==> src/hw/rtl/coin_credit_io_controller_macros.svh <==
// Assertion macros for the coin and credit I/O controller.
// Each macro expects clk_i and rst_ni in the scope where it is used.
`ifndef COIN_CREDIT_IO_CONTROLLER_MACROS_SVH
`define COIN_CREDIT_IO_CONTROLLER_MACROS_SVH
`ifndef SYNTHESIS
// Same-cycle implication
`define CCI_ASSERT_SAME(label, pre, post) \
  label: assert property (@(posedge clk_i) disable iff (!rst_ni) (pre) |-> (post)) \
    else $error("cci: same-cycle check failed");
// Next-cycle implication
`define CCI_ASSERT_NEXT(label, pre, post) \
  label: assert property (@(posedge clk_i) disable iff (!rst_ni) (pre) |=> (post)) \
    else $error("cci: next-cycle check failed");
`else
`define CCI_ASSERT_SAME(label, pre, post)
`define CCI_ASSERT_NEXT(label, pre, post)
`endif
`endif

==> src/hw/rtl/cci_pkg.sv <==
// Shared types, codes and helpers of the coin and credit I/O controller.
// No dependencies; used by the input channel interface and the top level.
package cci_pkg;

  // Bus operation codes
  typedef enum logic [1:0] {
    OP_WRITE = 2'd0,
    OP_READ  = 2'd1,
    OP_FRAME = 2'd2,
    OP_RESET = 2'd3
  } op_e;

  // Frame command codes held in the command word
  localparam logic [3:0] CMD_NOP     = 4'd0;
  localparam logic [3:0] CMD_DIRECT  = 4'd1;
  localparam logic [3:0] CMD_COINAGE = 4'd2;
  localparam logic [3:0] CMD_CREDIT  = 4'd3;
  localparam logic [3:0] CMD_MUX     = 4'd4;
  localparam logic [3:0] CMD_BOOT    = 4'd5;

  // Shared RAM layout
  localparam logic [3:0] WORD_CMD  = 4'd8;
  localparam logic [3:0] WORD_CFG  = 4'd9;
  localparam logic [3:0] WORD_BASE = 4'd4;

  // Credit reporting
  localparam logic [3:0] BCD_SWAP      = 4'd2;
  localparam logic [6:0] CREDIT_MAX    = 7'd99;
  localparam logic [7:0] BCD_RECIP     = 8'd205;
  localparam int         BCD_SHIFT     = 11;
  localparam logic [6:0] DEC_BASE      = 7'd10;
  localparam logic [3:0] COINAGE_RESET = 4'd1;
  localparam logic [3:0] BTN_PAIR_LO   = 4'h5;
  localparam logic [3:0] BTN_PAIR_HI   = 4'hA;

  // Boot check
  localparam logic [7:0] LFSR_TAP  = 8'h90;
  localparam logic [6:0] LFSR_SEED = 7'h22;

  typedef logic [15:0] ram_vld_t;

  // One step of the 7-bit boot-check LFSR
  function automatic logic [6:0] lfsr_next(input logic [6:0] v);
    logic [7:0] t;
    t = {1'b0, v} ^ (v[0] ? LFSR_TAP : 8'h00);
    return t[7:1];
  endfunction

  // Boot-check word order, as offsets from the first coinage word
  function automatic logic [2:0] boot_order(input logic [2:0] j);
    logic [2:0] r;
    case (j)
      3'd0: r = 3'd2;
      3'd1: r = 3'd1;
      3'd2: r = 3'd0;
      3'd3: r = 3'd6;
      3'd4: r = 3'd5;
      3'd5: r = 3'd4;
      3'd6: r = 3'd3;
      default: r = 3'd0;
    endcase
    return r;
  endfunction

endpackage

==> src/hw/rtl/cci_in_if.sv <==
// Input channel of the coin and credit I/O controller: one bus word per item.
// Depends on cci_pkg for the operation type.
interface cci_in_if;
  logic            valid;
  logic            ready;
  cci_pkg::op_e    op;
  logic [3:0]      addr;
  logic [3:0]      wdata;
  logic [3:0]      coin_port;
  logic [3:0]      p1_port;
  logic [3:0]      p2_port;
  logic [3:0]      button_port;

  modport source (
    output valid, op, addr, wdata, coin_port, p1_port, p2_port, button_port,
    input  ready
  );
  modport sink (
    input  valid, op, addr, wdata, coin_port, p1_port, p2_port, button_port,
    output ready
  );
endinterface

==> src/hw/rtl/cci_out_if.sv <==
// Output channel of the coin and credit I/O controller: one read word per item.
// No dependencies.
interface cci_out_if;
  logic       valid;
  logic       ready;
  logic [7:0] rdata;

  modport source (output valid, rdata, input ready);
  modport sink (input valid, rdata, output ready);
endinterface

==> src/hw/rtl/coin_credit_io_controller.sv <==
// Coin and credit I/O controller. Every input word returns exactly one output word: a bus
// read returns 0xF0 or'ed with the addressed shared RAM nibble, all other operations
// return zero. A bus read passes through one registered RAM read. A frame command first
// fetches the command word, then runs a nop, direct read, coinage, multiplexed read,
// credit mode or the boot check, whose LFSR advance count N (0..127) is taken from words 9
// and 10; the boot check is bounded by its single shared LFSR step unit, which advances
// once per cycle, and the direct, multiplexed and credit commands by the one write port
// of the shared RAM. The block takes a new word only when the previous one is finished;
// a finished result may still be waiting in the output register. Reset and the chip reset
// op clear the shared RAM at once through per-word valid bits.
// Depends on cci_pkg, cci_in_if, cci_out_if and coin_credit_io_controller_macros.svh.
`include "coin_credit_io_controller_macros.svh"

module coin_credit_io_controller (
  input  logic        clk_i,
  input  logic        rst_ni,
  cci_in_if.sink      in_i,
  cci_out_if.source   out_o
);

  typedef enum logic [3:0] {
    ST_IDLE,
    ST_RD,
    ST_CMD,
    ST_CFG,
    ST_CR_COIN,
    ST_CR_SUM,
    ST_WR,
    ST_BC_LOAD,
    ST_BC_ADV,
    ST_BC_MIX,
    ST_BC_FIN,
    ST_DONE
  } state_e;

  state_e              state_q;
  logic [3:0]          mem_q [16];
  cci_pkg::ram_vld_t   vld_q;
  logic [3:0]          rd_data_q;
  logic                rd_vld_q;
  logic [3:0][3:0]     port_q;
  logic [3:0]          cmd_q;
  logic [2:0]          step_q;
  logic [2:0]          row_q;
  logic [7:0]          res_q;
  logic                out_vld_q;
  logic [7:0]          out_data_q;
  logic [3:0]          last_coin_q;
  logic [3:0]          last_btn_q;
  logic [3:0]          coin_edge_q;
  logic [3:0]          btn_edge_q;
  logic [6:0]          credit_q;
  logic [1:0][3:0]     coin_cnt_q;
  logic [1:0][3:0]     cpc_q;
  logic [1:0][3:0]     cpk_q;
  logic [4:0]          add_q;
  logic [1:0]          sub_q;
  logic                lock_q;
  logic [6:0][3:0]     bc_w_q;
  logic [6:0]          cnt_q;
  logic [6:0]          seed_q;
  logic [6:0]          rng_q;
  logic [3:0]          acc_q;

  logic                accept;
  logic [3:0]          rd_addr;
  logic [3:0]          rd_val;
  logic                mem_we;
  logic [3:0]          mem_wa;
  logic [3:0]          mem_wd;
  logic                wr_last;
  logic [14:0]         bcd_prod;
  logic [3:0]          tens;
  logic [6:0]          units_w;
  logic [3:0]          word5;
  logic [3:0]          word7;
  logic                k_sel;
  logic [3:0]          coin_inc;
  logic [2:0]          coin_need;
  logic                coin_hit;
  logic [4:0]          coin_add;
  logic [4:0]          add_eff;
  logic [1:0]          sub_c;
  logic signed [8:0]   total;
  logic [6:0]          total_sat;
  logic [6:0]          lfsr_in;
  logic [6:0]          lfsr_out;
  logic [6:0]          rng_cur;
  logic [3:0]          acc_n;
  logic                out_free;

  assign accept      = in_i.valid && in_i.ready;
  assign in_i.ready  = (state_q == ST_IDLE);
  assign out_o.valid = out_vld_q;
  assign out_o.rdata = out_data_q;
  assign out_free    = !out_vld_q || out_o.ready;
  assign rd_val      = rd_vld_q ? rd_data_q : 4'h0;

  // Pick the RAM read address for the registered read whose data is used in the next cycle
  always_comb begin
    case (state_q)
      ST_IDLE:    rd_addr = (in_i.op == cci_pkg::OP_READ) ? in_i.addr : cci_pkg::WORD_CMD;
      ST_CMD:     rd_addr = cci_pkg::WORD_CFG;
      ST_CFG,
      ST_BC_LOAD: rd_addr = cci_pkg::WORD_CFG + {1'b0, step_q} + 4'd1;
      default:    rd_addr = cci_pkg::WORD_CMD;
    endcase
  end

  // Convert the credit count to BCD by reciprocal multiply
  assign bcd_prod = 15'(credit_q) * 15'(cci_pkg::BCD_RECIP);
  assign tens     = bcd_prod[14:cci_pkg::BCD_SHIFT];
  assign units_w  = credit_q - ({3'b000, tens} * cci_pkg::DEC_BASE);

  // Button level and edge report words
  assign word5 = ((port_q[3] & cci_pkg::BTN_PAIR_LO) << 1) | (btn_edge_q & cci_pkg::BTN_PAIR_LO);
  assign word7 = (port_q[3] & cci_pkg::BTN_PAIR_HI) | ((btn_edge_q & cci_pkg::BTN_PAIR_HI) >> 1);

  // Coin slot unit, shared by both slots
  assign k_sel     = step_q[0];
  assign coin_inc  = coin_cnt_q[k_sel] + 4'd1;
  assign coin_need = cpc_q[k_sel][2:0];
  assign coin_hit  = coin_inc >= {1'b0, coin_need};
  assign coin_add  = {1'b0, cpk_q[k_sel]} - {4'b0000, cpc_q[k_sel][3]};

  // Credit total with saturation; start1 wins over start2
  always_comb begin
    add_eff = coin_edge_q[3] ? 5'd1 : add_q;
    sub_c   = 2'd0;
    if (lock_q) begin
      if (btn_edge_q[2]) begin
        sub_c = (credit_q >= 7'd1) ? 2'd1 : 2'd0;
      end else if (btn_edge_q[3]) begin
        sub_c = (credit_q >= 7'd2) ? 2'd2 : 2'd0;
      end
    end
    total = $signed({2'b00, credit_q}) + $signed({{4{add_eff[4]}}, add_eff})
          - $signed({7'b0000000, sub_c});
    if (total < 0) begin
      total_sat = 7'd0;
    end else if (total > $signed({2'b00, cci_pkg::CREDIT_MAX})) begin
      total_sat = cci_pkg::CREDIT_MAX;
    end else begin
      total_sat = total[6:0];
    end
  end

  // Shared LFSR step unit for the advance and mix phases
  assign lfsr_in  = (state_q == ST_BC_ADV) ? seed_q : rng_q;
  assign lfsr_out = cci_pkg::lfsr_next(lfsr_in);
  assign rng_cur  = (step_q == 3'd0) ? seed_q : lfsr_out;
  assign acc_n    = acc_q ^ (rng_cur[0] ? ~bc_w_q[cci_pkg::boot_order(step_q)] : 4'h0);

  // Drive the single RAM write port
  always_comb begin
    mem_we  = 1'b0;
    mem_wa  = in_i.addr;
    mem_wd  = in_i.wdata;
    wr_last = (step_q == 3'd7);
    case (state_q)
      ST_IDLE: begin
        mem_we = accept && (in_i.op == cci_pkg::OP_WRITE);
      end
      ST_WR: begin
        mem_we = 1'b1;
        case (cmd_q)
          cci_pkg::CMD_DIRECT: begin
            mem_wa  = cci_pkg::WORD_BASE + {2'b00, step_q[1:0]};
            mem_wd  = port_q[step_q[1:0]];
            wr_last = (step_q == 3'd3);
          end
          cci_pkg::CMD_MUX: begin
            mem_wa = {1'b0, step_q};
            mem_wd = port_q[step_q[2:1]];
          end
          default: begin
            // credit report
            if (!step_q[2]) begin
              mem_wa = {2'b00, step_q[1:0]} ^ cci_pkg::BCD_SWAP;
            end else begin
              mem_wa = {1'b0, step_q};
            end
            case (step_q)
              3'd0: mem_wd = tens;
              3'd1: mem_wd = units_w[3:0];
              3'd2: begin
                mem_wd = add_q[3:0];
                mem_we = (add_q != 5'd0);
              end
              3'd3: begin
                mem_wd = {2'b00, sub_q};
                mem_we = (sub_q != 2'd0);
              end
              3'd4: mem_wd = port_q[1];
              3'd5: mem_wd = word5;
              3'd6: mem_wd = port_q[2];
              default: mem_wd = word7;
            endcase
          end
        endcase
      end
      ST_BC_MIX: begin
        mem_we = (step_q == 3'd6);
        mem_wa = {1'b0, row_q};
        mem_wd = ~acc_n;
      end
      ST_BC_FIN: begin
        mem_we = 1'b1;
        mem_wa = 4'd0;
        mem_wd = (bc_w_q[0] == 4'hF) ? 4'hF : 4'h0;
      end
      default: begin
        mem_we = 1'b0;
      end
    endcase
  end

  // Shared RAM array with registered read
  always_ff @(posedge clk_i) begin
    if (mem_we) begin
      mem_q[mem_wa] <= mem_wd;
    end
    rd_data_q <= mem_q[rd_addr];
  end

  // Sequencer, state registers and output register
  always_ff @(posedge clk_i or negedge rst_ni) begin
    if (!rst_ni) begin
      state_q     <= ST_IDLE;
      vld_q       <= '0;
      rd_vld_q    <= 1'b0;
      port_q      <= '0;
      cmd_q       <= cci_pkg::CMD_NOP;
      step_q      <= '0;
      row_q       <= '0;
      res_q       <= '0;
      out_vld_q   <= 1'b0;
      out_data_q  <= '0;
      last_coin_q <= '0;
      last_btn_q  <= '0;
      coin_edge_q <= '0;
      btn_edge_q  <= '0;
      credit_q    <= '0;
      coin_cnt_q  <= '0;
      cpc_q       <= {2{cci_pkg::COINAGE_RESET}};
      cpk_q       <= {2{cci_pkg::COINAGE_RESET}};
      add_q       <= '0;
      sub_q       <= '0;
      lock_q      <= 1'b0;
      bc_w_q      <= '0;
      cnt_q       <= '0;
      seed_q      <= cci_pkg::LFSR_SEED;
      rng_q       <= '0;
      acc_q       <= '0;
    end else begin
      rd_vld_q <= vld_q[rd_addr];
      if (mem_we) begin
        vld_q[mem_wa] <= 1'b1;
      end
      // drop the output word once taken, unless a new one is loaded now
      if (out_vld_q && out_o.ready && (state_q != ST_DONE)) begin
        out_vld_q <= 1'b0;
      end

      case (state_q)
        ST_IDLE: begin
          if (accept) begin
            port_q <= {~in_i.button_port, ~in_i.p2_port, ~in_i.p1_port, ~in_i.coin_port};
            res_q  <= '0;
            step_q <= '0;
            case (in_i.op)
              cci_pkg::OP_READ:  state_q <= ST_RD;
              cci_pkg::OP_FRAME: state_q <= ST_CMD;
              cci_pkg::OP_RESET: begin
                vld_q       <= '0;
                last_coin_q <= '0;
                last_btn_q  <= '0;
                credit_q    <= '0;
                coin_cnt_q  <= '0;
                cpc_q       <= {2{cci_pkg::COINAGE_RESET}};
                cpk_q       <= {2{cci_pkg::COINAGE_RESET}};
                state_q     <= ST_DONE;
              end
              default:           state_q <= ST_DONE;
            endcase
          end
        end

        ST_RD: begin
          res_q   <= {4'hF, rd_val};
          state_q <= ST_DONE;
        end

        // dispatch on the command word
        ST_CMD: begin
          cmd_q <= rd_val;
          case (rd_val)
            cci_pkg::CMD_DIRECT,
            cci_pkg::CMD_MUX:     state_q <= ST_WR;
            cci_pkg::CMD_COINAGE: state_q <= ST_CFG;
            cci_pkg::CMD_CREDIT: begin
              coin_edge_q <= port_q[0] & ~last_coin_q;
              last_coin_q <= port_q[0];
              btn_edge_q  <= port_q[3] & ~last_btn_q;
              last_btn_q  <= port_q[3];
              add_q       <= '0;
              state_q     <= ST_CR_COIN;
            end
            cci_pkg::CMD_BOOT:    state_q <= ST_BC_LOAD;
            default:              state_q <= ST_DONE;
          endcase
        end

        // load coinage words 9..12
        ST_CFG: begin
          case (step_q[1:0])
            2'd0: cpc_q[0] <= rd_val;
            2'd1: cpk_q[0] <= rd_val;
            2'd2: cpc_q[1] <= rd_val;
            default: cpk_q[1] <= rd_val;
          endcase
          step_q <= step_q + 3'd1;
          if (step_q == 3'd3) begin
            state_q <= ST_DONE;
          end
        end

        // one coin slot per cycle; a later event replaces the add value
        ST_CR_COIN: begin
          if (step_q == 3'd0) begin
            lock_q <= (rd_val == 4'h0);
          end
          if (coin_edge_q[k_sel]) begin
            if (coin_hit) begin
              add_q             <= coin_add;
              coin_cnt_q[k_sel] <= coin_inc - {1'b0, coin_need};
            end else begin
              coin_cnt_q[k_sel] <= coin_inc;
              if (cpc_q[k_sel][3]) begin
                add_q <= 5'd1;
              end
            end
          end
          step_q <= step_q + 3'd1;
          if (step_q == 3'd1) begin
            state_q <= ST_CR_SUM;
          end
        end

        ST_CR_SUM: begin
          credit_q <= total_sat;
          add_q    <= add_eff;
          sub_q    <= sub_c;
          step_q   <= '0;
          state_q  <= ST_WR;
        end

        ST_WR: begin
          step_q <= step_q + 3'd1;
          if (wr_last) begin
            state_q <= ST_DONE;
          end
        end

        // load words 9..15 for the boot check
        ST_BC_LOAD: begin
          bc_w_q[step_q] <= rd_val;
          step_q         <= step_q + 3'd1;
          if (step_q == 3'd6) begin
            cnt_q   <= {bc_w_q[0][2:0], bc_w_q[1]};
            seed_q  <= cci_pkg::LFSR_SEED;
            state_q <= ST_BC_ADV;
          end
        end

        // advance the seed once per cycle
        ST_BC_ADV: begin
          if (cnt_q == 7'd0) begin
            step_q  <= '0;
            row_q   <= 3'd1;
            acc_q   <= '0;
            state_q <= ST_BC_MIX;
          end else begin
            seed_q <= lfsr_out;
            cnt_q  <= cnt_q - 7'd1;
          end
        end

        // one mix step per cycle, seven per output word
        ST_BC_MIX: begin
          rng_q <= rng_cur;
          if (step_q == 3'd1) begin
            seed_q <= rng_cur;
          end
          if (step_q == 3'd6) begin
            step_q <= '0;
            acc_q  <= '0;
            row_q  <= row_q + 3'd1;
            if (row_q == 3'd7) begin
              state_q <= ST_BC_FIN;
            end
          end else begin
            step_q <= step_q + 3'd1;
            acc_q  <= acc_n;
          end
        end

        ST_BC_FIN: begin
          state_q <= ST_DONE;
        end

        // hand the result to the output register
        ST_DONE: begin
          if (out_free) begin
            out_vld_q  <= 1'b1;
            out_data_q <= res_q;
            state_q    <= ST_IDLE;
          end
        end

        default: begin
          state_q <= ST_IDLE;
        end
      endcase
    end
  end

  // Credits never leave the BCD range
  `CCI_ASSERT_SAME(a_credit_range, 1'b1, credit_q <= cci_pkg::CREDIT_MAX)
  // Chip reset clears the credit and coin counters
  `CCI_ASSERT_NEXT(a_chip_reset, accept && (in_i.op == cci_pkg::OP_RESET), (credit_q == 7'd0) && (coin_cnt_q == '0))
  // A bus write marks its word valid
  `CCI_ASSERT_NEXT(a_write_valid, accept && (in_i.op == cci_pkg::OP_WRITE), vld_q[$past(in_i.addr)])
  // A bus read result has the high nibble set
  `CCI_ASSERT_NEXT(a_read_high, state_q == ST_RD, res_q[7:4] == 4'hF)

endmodule

==> src/flat_wrapper.sv <==
// flat-port wrapper written by rule: the top's interface ports become plain ports
module coin_credit_io_controller_flat 
  (clk_i, rst_ni, in_i_valid, in_i_op, in_i_addr, in_i_wdata, in_i_coin_port, in_i_p1_port, in_i_p2_port, in_i_button_port, in_i_ready, out_o_valid, out_o_rdata, out_o_ready);
  cci_in_if in_i_i ();
  cci_out_if out_o_i ();
  input  logic clk_i;
  input  logic rst_ni;
  input wire logic [$bits(in_i_i.valid)-1:0] in_i_valid;
  input wire logic [$bits(in_i_i.op)-1:0] in_i_op;
  input wire logic [$bits(in_i_i.addr)-1:0] in_i_addr;
  input wire logic [$bits(in_i_i.wdata)-1:0] in_i_wdata;
  input wire logic [$bits(in_i_i.coin_port)-1:0] in_i_coin_port;
  input wire logic [$bits(in_i_i.p1_port)-1:0] in_i_p1_port;
  input wire logic [$bits(in_i_i.p2_port)-1:0] in_i_p2_port;
  input wire logic [$bits(in_i_i.button_port)-1:0] in_i_button_port;
  output wire logic [$bits(in_i_i.ready)-1:0] in_i_ready;
  output wire logic [$bits(out_o_i.valid)-1:0] out_o_valid;
  output wire logic [$bits(out_o_i.rdata)-1:0] out_o_rdata;
  input wire logic [$bits(out_o_i.ready)-1:0] out_o_ready;
  assign in_i_i.valid = in_i_valid;
  assign in_i_i.op = in_i_op;
  assign in_i_i.addr = in_i_addr;
  assign in_i_i.wdata = in_i_wdata;
  assign in_i_i.coin_port = in_i_coin_port;
  assign in_i_i.p1_port = in_i_p1_port;
  assign in_i_i.p2_port = in_i_p2_port;
  assign in_i_i.button_port = in_i_button_port;
  assign in_i_ready = in_i_i.ready;
  assign out_o_valid = out_o_i.valid;
  assign out_o_rdata = out_o_i.rdata;
  assign out_o_i.ready = out_o_ready;
  coin_credit_io_controller u_core (.clk_i(clk_i), .rst_ni(rst_ni), .in_i(in_i_i), .out_o(out_o_i));
endmodule
==> config.mk <==
export PLATFORM = sky130hd
export DESIGN_NAME = coin_credit_io_controller_flat
export DESIGN_NICKNAME = d
export VERILOG_FILES = /design/src/hw/rtl/cci_pkg.sv /design/src/hw/rtl/cci_in_if.sv /design/src/hw/rtl/cci_out_if.sv /design/src/hw/rtl/coin_credit_io_controller.sv /design/src/flat_wrapper.sv
export VERILOG_INCLUDE_DIRS = /design/src /design/src/hw/rtl
export SDC_FILE = /design/constraint.sdc
export NUM_CORES = 1
export LEC_CHECK = 0
export ABC_CLOCK_PERIOD_IN_PS = 7400
export BUFFER_PORTS_ARGS = -buffer_cell sky130_fd_sc_hd__buf_2
export CAP_MARGIN = 20
export CORE_UTILIZATION = 29
export DETAILED_ROUTE_END_ITERATION = 8
export PLACE_DENSITY = 0.47
export SLEW_MARGIN = 20
export SYNTH_ARGS = -nofsm -noshare
export SYNTH_HDL_FRONTEND = slang
export SYNTH_SLANG_ARGS = --single-unit
export TNS_END_PERCENT = 1
==> constraint.sdc <==
create_clock -name clk_i -period 7.4 [get_ports clk_i]
set_input_delay 0.74 -clock clk_i [delete_from_list [all_inputs] [get_ports clk_i]]
set_output_delay 0.74 -clock clk_i [all_outputs]
set_load 0.005 [all_outputs]
# After elaboration in Yosys (flattened, before gate mapping)
# Memories as Yosys holds them, arrays and structs flattened. A register that Yosys moved wholly into a read port is not among the register bits.
# Index checks and enable logic that the tools add are counted.
[classes]
reduce_logical = 52
multipliers = 2
magnitude_cmp = 16
n_eq_ne = 52
add_sub_neg = 12
muxes = 120
n_bitwise = 16
[ops]
columns = ["cell", "n"]
rows = [
  ["$mux W4", 34],
  ["$mux W7", 11],
  ["$mux W16", 4],
  ["$mux W8", 8],
  ["$pmux W8 S2", 4],
  ["$pmux W4 S2", 6],
  ["$pmux W4 S11", 1],
  ["$pmux W4 S3", 3],
  ["$not A4 Y4", 8],
  ["$reduce_and A4 Y1", 8],
  ["$bwmux W28", 1],
  ["$eq A4 B3 Y1 const B", 7],
  ["$pmux W4 S7", 1],
  ["$pmux W7 S2", 2],
  ["$mux W5", 5],
  ["$pmux W7 S3", 1],
  ["$eq A4 B4 Y1 const B", 5],
  ["$ne A2 B1 Y1 const B", 10],
  ["$mux W3", 6],
  ["$pmux W3 S6", 1],
  ["$bmux W4 S2", 2],
  ["$bwmux W8", 2],
  ["$eq A4 B2 Y1 const B", 4],
  ["$ne A2 B2 Y1 const B", 8],
  ["other kinds (68)", 128],
]
[totals]
output_inout_bits = 10
in_bits = 30
ff_bits = 172
ram_bits = 64
mem_count = 1
[memory_table]
columns = ["memory", "words", "width", "rd", "rd_clocked_by_memory_dff", "write_ports", "line", "text"]
rows = [
  ["u_core.mem_q", 16, 4, 1, 1, 1, "coin_credit_io_controller.sv:37", "logic [3:0] mem_q [16];"],
]

# Logic depth before layout (Yosys ltp)
# Gate-level depths: netlist of the first run.
[depth]
ltp_word = 13
ltp_mapped = 20
ltp_nobuf = 20

# Worst setup path after synthesis of the first run
# Ideal clock, no wire load.
[synth_path]
kind = "register to register"
startpoint = "register u_core.credit_q[4]"
endpoint = "memory u_core.mem_q[0][3] (data pin)"
setup_slack_ns = 1.967
stages_incl_launch_ff = 20
arrival_time_ns = 5.142
setup_ns = 0.291
t_required_ns = 7.109
path_cell_list = "dfrtp_1 inv_1 ha_1 fa_1 ha_1 inv_1 fa_1 inv_1 ha_1 a21oi_1 a21oi_1 mux2_2 or2_2 ha_1 fa_1 xnor2_1 or3_1 a211oi_1 o31ai_1 a21oi_1"
[synth_via]
elab_chain_cells = 6
[synth_lines]
columns = ["element", "line", "text"]
rows = [
  ["from (decl)", "coin_credit_io_controller.sv:52", "logic [6:0] credit_q;"],
  ["from (signal assigned)", "coin_credit_io_controller.sv:351", "credit_q <= total_sat;"],
  ["$mul A7 B8 Y15 *", "coin_credit_io_controller.sv:111", "assign bcd_prod = 15'(credit_q) * 15'(cci_pkg::BCD_RECIP);"],
  ["$mul A4 B3 Y3", "coin_credit_io_controller.sv:113", "assign units_w = credit_q - ({3'b000, tens} * cci_pkg::DEC_BASE);"],
  ["$sub A4 B4 Y4", "coin_credit_io_controller.sv:113", ""],
  ["$pmux W4 S7 *", "coin_credit_io_controller.sv:183", "case (step_q)"],
  ["$pmux W4 S2 *", "coin_credit_io_controller.sv:166", "case (cmd_q)"],
  ["$pmux W4 S3 *", "coin_credit_io_controller.sv:160", "case (state_q)"],
  ["named net u_core.mem_wd[3]", "coin_credit_io_controller.sv:70", "logic [3:0] mem_wd;"],
  ["to (decl)", "coin_credit_io_controller.sv:37", ""],
]
# Mark *: on every way through the listed nets, which the timed path passes. The rest lies on a longest branch.

# Worst setup path after layout of the first run
[layout_path]
startpoint = "register u_core.credit_q[5]"
endpoint = "memory u_core.mem_q[1][3] (data pin)"
# The elaborated chain is that of the path after synthesis.

==> results of run 1 <==
metal layers:
metal	wire length (um)	share of wire (%)	GRT usage [%]
met2	17300	45	26.5
met3	1560	4.1	2.12
met4	952	2.5	5.07
met1	18500	48	23.4
met5	0	0	0
cell usage in the layout, fill, tap and decap left out, types with 35 or more instances in the layout:
cell type	instances
a21oi_1	80
buf_2	38
dfrtp_1	158
edfxtp_1	64
ha_1	82
inv_1	74
mux2i_1	35
nand2_1	137
nor2_1	76
o21ai_0	76
power by group:
| group | switching, mW | internal, mW |
|---|---|---|
| Clock | 0.557 | 0.773 |
| Sequential | 0.271 | 1.73 |
| Combinational | 1.70 | 1.01 |
critical path: cells and delay by family (launching register included):
| kind | cells | cell delay [ps] |
|---|---|---|
| xor gates and xnor gates | 1 | 140 |
| buffers and inverters | 3 | 240 |
| and+or+nand+nor | 2 | 660 |
| adders and majority gates | 7 | 2470 |
| AOI/OAI and AO/OA | 5 | 1440 |
| muxes | 1 | 300 |
| DFF | 1 | 440 |
kinds of logic after synthesis:
kind of cell	share of synthesized area (%)
buf+inv	3.99
xor+xnor	1.44
fa+ha+maj	9.60
mux	7.58
compound gates	18.4
simple gates	13.4
flops	45.6
cell type report:
cell class,instances,share of cell area [%]
Inverter,74,1.83
Multi-Input combinational cell,919,44.6
Clock buffer,40,5.19
Tap cell,600,4.95
Sequential cell,232,40.3
Clock inverter,12,0.602
Timing Repair Buffer,62,2.47
path summary, 6_finish.rpt:
| check | start | endpoint | slack [ps] | depth (start not counted) |
|---|---|---|---|---|
| min in group clk_i | in_i_button_port[1] | u_core.port_q[13] | 350 | 2 |
| max in group asynchronous | rst_ni | u_core.bc_w_q[9] | 6030 | 2 |
| worst max register to register | u_core.credit_q[5] | u_core.mem_q[1][3] | 1390 | 19 |
| worst min-delay path | rst_ni | u_core.last_coin_q[0] | 140 | 1 |
| worst min register to register | u_core.coin_edge_q[1] | u_core.coin_edge_q[1] | 470 | 2 |
| worst max-delay path | u_core.credit_q[5] | u_core.mem_q[1][3] | 1390 | 19 |
registers in the layout, summed over array words and instances, names as in the netlist, 5 cells and up:
name / flops
u_core.add_q: 5
u_core.port_q: 16
u_core.out_o.rdata: 5
u_core.res_q: 5
u_core.bc_w_q: 28
u_core.coin_cnt_q: 8
u_core.mem_q: 64
u_core.credit_q: 7
u_core.cpk_q: 8
u_core.rng_q: 7
u_core.vld_q: 16
u_core.cnt_q: 7
u_core.cpc_q: 8
u_core.seed_q: 7
==> impl_metrics.env, run 1 <==
export IMPL_ff_latch_area_mm2=0.00611
export IMPL_finalWeightedCongestion=0.880
export IMPL_clk_pin_slew_worst_paths_ps=60
export IMPL_dieArea_mm2=0.0470
export IMPL_hold_viol_final=0
export IMPL_grt_pass1_wl_um=60700
export IMPL_io_pins=40
export IMPL_skew_ps=10.8
export IMPL_fin_crit_ps=6010
export IMPL_remaining_drc_errors=0
export IMPL_path_class="reg2reg"
export IMPL_vias=9995
export IMPL_synth_top_cell_area_share_pct=29.5
export IMPL_async_reset_ff_share_pct=70.7
export IMPL_synth_area_mm2=0.0134
export IMPL_postCtsSetupBuffers=0
export IMPL_synth_area_leaders="dfrtp_1 (30%), edfxtp_1 (14%), ha_1 (7.7%)"
export IMPL_hold_buffers=0
export IMPL_final_core_util_pct=33.3
export IMPL_drt_first_pass_iters=5
export IMPL_fin_cells=1939
export IMPL_max_slew_margin_rel_pct=30.8
export IMPL_clk_latency_ps=550
export IMPL_fin_nets=1442
export IMPL_place_area_mm2=0.0143
export IMPL_clock_sinks=232
export IMPL_power_mw=6.05
export IMPL_cp_arrival_ps=6250
export IMPL_grt_pass1_vias=10145
export IMPL_synth_seq_cells=232
export IMPL_drive_above_1_share_pct=13.5
export IMPL_die_h_um=217
export IMPL_fin_setup_tns_ps=0
export IMPL_io_buffers=39
export IMPL_routedWlPerCell_um=19.8
export IMPL_cp_slowest_cell="a21oi_2"
export IMPL_synth_top_area_cell="dfrtp_1"
export IMPL_final_setup_viol_count=0
export IMPL_antenna_found_initial=0
export IMPL_cts_root_buf="clkbuf_16"
export IMPL_powerDensity_mw_per_mm2=399
export IMPL_fin_area_mm2=0.0152
export IMPL_drv_slew=0
export IMPL_crit_fanout=16
export IMPL_synth_area_per_cell_um2=10.5
export IMPL_antenna_left=0
export IMPL_hpwl_um=27500
export IMPL_clockBufferDepth=3
export IMPL_synthCells=1281
export IMPL_mappedNetlistNets=1406
export IMPL_slowest_delay_ps=630
export IMPL_drt_first_iter_violations=604
export IMPL_fin_crit_sh_pct=81.2
export IMPL_numCtsBuffers=28
export IMPL_synth_cell_types=88
export IMPL_grt_use_total_pct=16.6
export IMPL_yosysMostFrequentCell="dfrtp_1"
export IMPL_yosysSeqAreaShare_pct=45.6
export IMPL_cp_required_ps=7640
export IMPL_synth_edf_count=64
export IMPL_area_delta_synth_final_pct=13.2
export IMPL_start_kind="flop"
export IMPL_multi_input_area_mm2=0.00677
export IMPL_layout_setup_ws_ps=1390
export IMPL_coreArea_mm2=0.0455
export IMPL_grt_setup_unrepaired="false"
export IMPL_timing_hold_ws_ps=138
export IMPL_worst_pin_slew_ps=1040
export IMPL_grt_max_degree=64
export IMPL_start_util_pct=29.4
export IMPL_dp_slack_ps=980
export IMPL_min_path_type="in2async"
export IMPL_path_cells="inv_1 > ha_1 > fa_1 > ha_1 > inv_1 > fa_1 > inv_1 > ha_1 > a21oi_1 > a21oi_1 > mux2_2 > or2_2 > ha_1 > fa_1 > xnor2_1 > or3_1 > a211oi_1 > o31ai_1 > a21oi_2"
export IMPL_numPlacedInstances=1886
export IMPL_drv_cap=0
export IMPL_critical_path_endpoint_type="flop"
export IMPL_vias_per_cell=5.15
export IMPL_htree_levels=1
export IMPL_p_leak_nw=6.50
export IMPL_crit_path_frequent_cell="ha_1"
export IMPL_drt_wl_total_um=38400
export IMPL_rows=78
export IMPL_tritoncts="yes"
export IMPL_fp_dieW_um=217
export IMPL_diodes=0
export IMPL_synth_common_cells="dfrtp_1 (158), nand2_1 (137), a21oi_1 (82), ha_1 (82), o21ai_0 (77)"
export IMPL_max_freq_ghz=0.166
export IMPL_synthFlopType="dfrtp_1"
export IMPL_cts_resized=0
export IMPL_status="complete, no violations"
export IMPL_fill_cells=4714
export IMPL_grt_ovfl_total=0
export IMPL_peakVddDrop_mv=0.223
export IMPL_ys_warn_count=0
Note: power is estimated with default switching activity, not from simulation.
==> inputs of run 2 (changes only) <==
Settings changed: ABC_CLOCK_PERIOD_IN_PS 7400 to 5100, PLACE_DENSITY 0.47 to 0.49.
Clock period 7.4 ns to 5.1 ns, I/O delays scaled along.
==> run 2 against run 1 <==
  * Register-to-register slack lost 1300 ps
  * Wire length decreased by 0.16%
  * Final area increased by 3.3%
  * Combinational power grew 55%
  * Critical endpoint is now u_core.mem_q[14][3]
==> impl_metrics.env, run 2 (synthesis results as in run 1) <==
export IMPL_final_core_util_pct=34.4
export IMPL_start_kind="flop"
export IMPL_fin_nets=1475
export IMPL_rows=78
export IMPL_vias_per_cell=5.10
export IMPL_grt_pass1_wl_um=60600
export IMPL_start_util_pct=29.4
export IMPL_p_leak_nw=6.68
export IMPL_largest_reg_flops=64
export IMPL_grt_use_total_pct=16.6
export IMPL_max_freq_ghz=0.200
export IMPL_vias=10066
export IMPL_hpwl_um=27900
export IMPL_fp_dieW_um=217
export IMPL_io_buffers=39
export IMPL_fin_cells=1972
export IMPL_critical_path_endpoint_type="flop"
export IMPL_coreArea_mm2=0.0455
export IMPL_path_cells="inv_2 > ha_4 > fa_1 > ha_1 > inv_2 > fa_1 > inv_2 > ha_4 > a21oi_2 > buf_4 > and2_4 > a21o_1 > or2_4 > ha_4 > fa_2 > xnor2_1 > or3_4 > and4_4 > o31ai_4 > a21oi_4 > buf_12"
export IMPL_crit_fanout=16
export IMPL_numCtsBuffers=28
export IMPL_clk_latency_ps=580
export IMPL_power_switching_mw=3.78
export IMPL_htree_levels=1
export IMPL_top_regs="u_core.mem_q (64), u_core.bc_w_q (28)"
export IMPL_fill_cells=4644
export IMPL_routedWlPerCell_um=19.4
export IMPL_layout_common_cells="dfrtp_1 (156), nand2_1 (137), a21oi_1 (77)"
export IMPL_diodes=0
export IMPL_drt_first_pass_iters=5
export IMPL_grt_setup_unrepaired="true"
export IMPL_numPlacedInstances=1916
export IMPL_p_int_mw=5.35
export IMPL_busiest_layer="met2"
export IMPL_clockBufferDepth=3
export IMPL_grt_met1_usage_pct=23.2
export IMPL_grt_max_degree=94
export IMPL_grt_pass1_vias=10322
export IMPL_antenna_found_initial=0
export IMPL_dieArea_mm2=0.0470
export IMPL_use_met3_pct=2.19
export IMPL_area_delta_synth_final_pct=16.9
export IMPL_drv_cap=0
export IMPL_antenna_left=0
export IMPL_worst_pin_slew_ps=964
export IMPL_swShare_pct=41.4
export IMPL_max_slew_margin_rel_pct=35.7
export IMPL_grt_ovfl_total=0
export IMPL_drive_above_1_share_pct=18.0
export IMPL_pwr_share_seq_pct=32.2
export IMPL_cp_slowest_cell="fa_1"
export IMPL_hold_viol_final=0
export IMPL_cts_root_buf="clkbuf_16"
export IMPL_p_comb_share_pct=46.2
export IMPL_ff2ff_setup_slack_ps=100
export IMPL_fin_crit_sh_pct=98.1
export IMPL_path_class="reg2reg"
export IMPL_place_area_mm2=0.0145
export IMPL_cp_arrival_ps=5330
export IMPL_final_common_cell="dfrtp_1"
export IMPL_remaining_drc_errors=0
export IMPL_fin_setup_tns_ps=0
export IMPL_drt_first_iter_violations=603
export IMPL_drv_slew=0
export IMPL_drt_wl_total_um=38300
export IMPL_clk_pin_slew_worst_paths_ps=60
export IMPL_crit_family="adder cells"
export IMPL_path_buf_inv=5
export IMPL_largest_register="u_core.mem_q"
export IMPL_skew_ps=31.6
export IMPL_fin_area_mm2=0.0157
export IMPL_io_pins=40
export IMPL_final_setup_viol_count=0
export IMPL_fin_crit_ps=5000
export IMPL_tritoncts="yes"
export IMPL_powerDensity_mw_per_mm2=583
export IMPL_finalWeightedCongestion=0.838
export IMPL_die_h_um=217
export IMPL_peakVddDrop_mv=0.284
export IMPL_cp_required_ps=5430
export IMPL_min_path_type="in2async"
export IMPL_clock_sinks=232
export IMPL_p_clk_share_pct=21.6
export IMPL_slowest_delay_ps=490
export IMPL_status="complete, no violations"
export IMPL_use_met2_pct=27.0
-- run 2: changes by cell type in the layout (fill, tap and decap cells not counted), sizes merged --
cell and delta:
clkbuf -3, bufinv +1, clkinvlp +1, buf +33, clkinv +1
-- run 2: worst reg2reg max path: cells and delay by family, from the launching register on --
family	cells	cell delay, ps
xor+xnor	1	140
simple gates	4	960
flops	1	380
fa+ha+maj	7	2250
compound gates	4	540
buf+inv	5	490
-- run 2: final cells by class --
class / count / area [um2] / share of cell area, %
inverter: 74 / 278 / 1.77
multi-input combinational: 919 / 6950 / 44.4
clock inverter: 15 / 159 / 1.02
timing repair buffer: 95 / 646 / 4.12
tap: 600 / 751 / 4.80
clock buffer: 37 / 754 / 4.82
sequential: 232 / 6120 / 39.1
-- run 2: final timing paths --
| kind | to | cells past startpoint | start |
|---|---|---|---|
| max | u_core.mem_q[14][3] | 21 | u_core.credit_q[5] |
| min | u_core.port_q[13] | 1 | rst_ni |
| max reg2reg | u_core.mem_q[14][3] | 21 | u_core.credit_q[5] |
| min reg2reg | u_core.last_coin_q[0] | 2 | u_core.last_coin_q[0] |
| max in group asynchronous | u_core.seed_q[1] | 2 | rst_ni |
| min in group clk_i | u_core.port_q[15] | 2 | in_i_button_port[3] |
-- run 2: repair_timing --
item | 4_1_cts | 5_1_grt
cloned | 0 | 1
buffers inserted | 3 | 1
setup endpoints to repair | 32 | 48
pin swaps | 6 | 9
resized for setup | 11 | 25
hold buffers | 0 | 0
-- run 2: power groups by stage --
stage                     Sequential, mW  Clock (mW)  Combinational (mW)
after CTS                           2.94        2.03                4.11
after global placement              2.96           0                3.97
after floorplan                     2.78           0                2.85
final                               2.94        1.97                4.22
after global routing                3.01        2.09                4.68
after detailed placement            2.97           0                4.00
-- run 2: metal layers --
layer  vias up  wire [um]  part of all wire, %
met4         0        688                  1.8
met2       190      17600                   46
met1      4990      18400                   48
met3        44       1590                  4.2
met5         -          0                    0
li1       4842          -                    -
-- run 2: per-stage QoR --
stage / setup WS [ps] / power [mW] / hold slack [ps]
floorplan: 26.2 / 5.63 / 214
global placement: -167 / 6.93 / 453
detailed placement: -229 / 6.97 / 463
CTS: -64.4 / 9.07 / 76.4
global route: -91.5 / 9.79 / 101
finish: 98.6 / 9.13 / 41.0
==> inputs of run 3 (changes only) <==
Settings changed: ABC_AREA set to 1.
==> run 3 against run 2 <==
  * The flow now finishes with violations (hold timing)
  * Global-route usage shrank 0.074 points
  * Area after synthesis grew 0.54%
  * Hold slack lost 42 ps
  * Clock skew shrank 20 ps
  * Clock-buffer cell count grew 5
  * Core utilization shrank 0.32 points
  * Clock power grew 8%
  * Flip-flop and latch count is the same
  * Setup slack gained 190 ps
  * Fmax grew 3.9%
  * Final area shrank 0.71%
  * Register-to-register slack gained 190 ps
==> impl_metrics.env, run 3 <==
export IMPL_synth_area_per_cell_um2=8.33
export IMPL_numPlacedInstances=2239
export IMPL_p_int_mw=6.09
export IMPL_worst_pin_slew_ps=934
export IMPL_top_regs="u_core.mem_q (64), u_core.bc_w_q (28)"
export IMPL_wl_met2_um=17500
export IMPL_fin_setup_tns_ps=0
export IMPL_clk_latency_ps=580
export IMPL_violations="hold timing"
export IMPL_pwr_share_seq_pct=24.8
export IMPL_io_buffers=39
export IMPL_reg2reg_depth=20
export IMPL_layout_setup_ws_ps=288
export IMPL_grt_pass1_wl_um=61100
export IMPL_drt_first_iter_violations=718
export IMPL_io_pins=40
export IMPL_m1WireLength_um=17800
export IMPL_grt_use_total_pct=16.5
export IMPL_final_common_cell="nand2_1"
export IMPL_antenna_left=0
export IMPL_skew_ps=11.8
export IMPL_grt_setup_unrepaired="false"
export IMPL_grt_ovfl_total=0
export IMPL_max_slew_margin_rel_pct=37.7
export IMPL_cts_root_buf="clkbuf_16"
export IMPL_async_reset_ff_share_pct=70.7
export IMPL_tritoncts="yes"
export IMPL_final_setup_viol_count=0
export IMPL_max_freq_ghz=0.208
export IMPL_start_kind="flop"
export IMPL_dp_slack_ps=153
export IMPL_numCtsBuffers=29
export IMPL_yosysSeqAreaShare_pct=45.4
export IMPL_path_class="reg2reg"
export IMPL_fin_crit_ps=4810
export IMPL_rows=78
export IMPL_mappedNetlistNets=1741
export IMPL_synth_cell_types=58
export IMPL_clockBufferDepth=3
export IMPL_start_util_pct=29.5
export IMPL_antenna_found_initial=1
export IMPL_p_comb_share_pct=56.7
export IMPL_swShare_pct=47.0
export IMPL_ys_warn_count=0
export IMPL_cp_required_ps=5410
export IMPL_cp_arrival_ps=5130
export IMPL_powerDensity_mw_per_mm2=740
export IMPL_area_delta_synth_final_pct=15.4
export IMPL_vias=11166
export IMPL_synth_area_leaders="dfrtp_1 (29%), edfxtp_1 (14%), nand2_1 (8.4%)"
export IMPL_met3_length_um=1890
export IMPL_power_switching_mw=5.41
export IMPL_hpwl_um=28100
export IMPL_synth_common_cells="nand2_1 (301), inv_1 (237), o21ai_0 (215)"
export IMPL_yosysMostFrequentCell="nand2_1"
export IMPL_synth_top_area_cell="dfrtp_1"
export IMPL_drv_slew=0
export IMPL_grt_pass1_vias=10840
export IMPL_vias_per_cell=4.87
export IMPL_fin_nets=1796
export IMPL_fin_crit_sh_pct=94.4
export IMPL_dieArea_mm2=0.0473
export IMPL_p_clk_share_pct=18.5
export IMPL_drive_above_1_share_pct=11.0
export IMPL_drt_wl_total_um=38400
export IMPL_drv_cap=0
export IMPL_routedWlPerCell_um=16.7
export IMPL_fin_cells=2294
export IMPL_min_path_type="in2async"
export IMPL_die_h_um=217
export IMPL_highest_layer="met5"
export IMPL_crit_fanout=16
export IMPL_largest_reg_flops=64
export IMPL_synth_edf_count=64
export IMPL_fp_dieW_um=217
export IMPL_diodes=0
export IMPL_clk_pin_slew_worst_paths_ps=60
export IMPL_grt_max_degree=86
export IMPL_peakVddDrop_mv=0.310
export IMPL_largest_register="u_core.mem_q"
export IMPL_coreArea_mm2=0.0456
export IMPL_status="finished with violations"
export IMPL_clock_sinks=232
export IMPL_synth_top_cell_area_share_pct=29.4
export IMPL_synth_area_mm2=0.0135
export IMPL_synthFlopType="dfrtp_1"
export IMPL_synthCells=1616
export IMPL_htree_levels=1
export IMPL_layout_common_cells="nand2_1 (299), inv_1 (236), o21ai_0 (214)"
export IMPL_finalWeightedCongestion=0.883
export IMPL_critical_path_endpoint_type="flop"
export IMPL_hold_buffers=0
export IMPL_timing_hold_ws_ps=-1.45
export IMPL_p_leak_nw=7.07
export IMPL_remaining_drc_errors=0
export IMPL_hold_viol_final=1
export IMPL_synth_seq_cells=232
export IMPL_drt_first_pass_iters=5
==> run 3: repair_timing <==
item,in CTS,in global routing
setup endpoints to repair,0,32
buffers inserted,0,1
gates resized for setup,0,16
==> run 3: through the flow <==
step                      hold slack [ps]  power (mW)  utilization, %  cell area, um2
after floorplan                       214        7.21               -           13500
after global routing                 66.9        12.6            34.1           15500
after global placement                447        9.01            31.7           14400
after CTS                            30.4        11.2            33.9           15400
final                               -1.45        11.5            34.1           15500
after detailed placement              447        9.02            31.7           14400
==> run 3: metal layers <==
layer / track usage, % / vias up
met4: 5.28 / 2
met3: 2.75 / 67
met5: 0 / -
li1: - / 5518
met2: 26.7 / 237
met1: 22.3 / 5342
==> run 3: layout make-up <==
cell class,count,area (um2)
fillers,4762,30000
multi-input cells,1086,6300
flip-flops and latches,232,6110
inverters,254,953
clock buffers,42,855
well taps,600,751
repair buffers,68,432
clock inverters,12,140
==> run 3: cells by family after synthesis <==
logic type                 share of synthesized area [%]
and+or+nand+nor                                     18.3
AOI/OAI and AO/OA                                   16.7
buffers and inverters                               8.59
DFF                                                 45.4
adders and majority gates                           9.55
xor gates and xnor gates                           0.846
muxes                                              0.567
==> run 3: worst max-delay path: stages, from the launching register on <==
cell       delay, ps
dfrtp_1          360
inv_1             80
ha_1             350
ha_1             210
or2_2            320
fa_1             400
ha_1             290
ha_1             380
inv_1            120
o21ai_1          100
a31oi_1          150
nand3_1          120
xor2_1           200
inv_1             90
fa_2             550
o22ai_1           90
nor3_1           140
o2111ai_1        140
nand3_1          110
o211ai_1         110
buf_4            220
==> run 3: path summary, 6_finish.rpt <==
kind / end / slack, ps / start
setup / recovery: u_core.mem_q[13][2] / 290 / u_core.credit_q[2]
hold / removal: u_core.coin_cnt_q[3] / -1 / rst_ni
setup reg to reg: u_core.mem_q[13][2] / 290 / u_core.credit_q[2]
hold reg to reg: u_core.coin_edge_q[1] / 460 / u_core.last_coin_q[1]
max in group asynchronous: u_core.bc_w_q[18] / 3970 / rst_ni
min in group clk_i: u_core.port_q[11] / 120 / in_i_p2_port[3]
==> run 3: power groups by stage <==
| stage | Clock [mW] | Sequential (mW) | Combinational (mW) |
|---|---|---|---|
| 3_3_place_gp | 0 | 2.87 | 6.15 |
| 2_1_floorplan | 0 | 2.77 | 4.44 |
| 3_5_place_dp | 0 | 2.88 | 6.14 |
| 5_1_grt | 2.25 | 2.91 | 7.43 |
| 6_report | 2.13 | 2.85 | 6.52 |
| 4_1_cts | 2.18 | 2.85 | 6.20 |
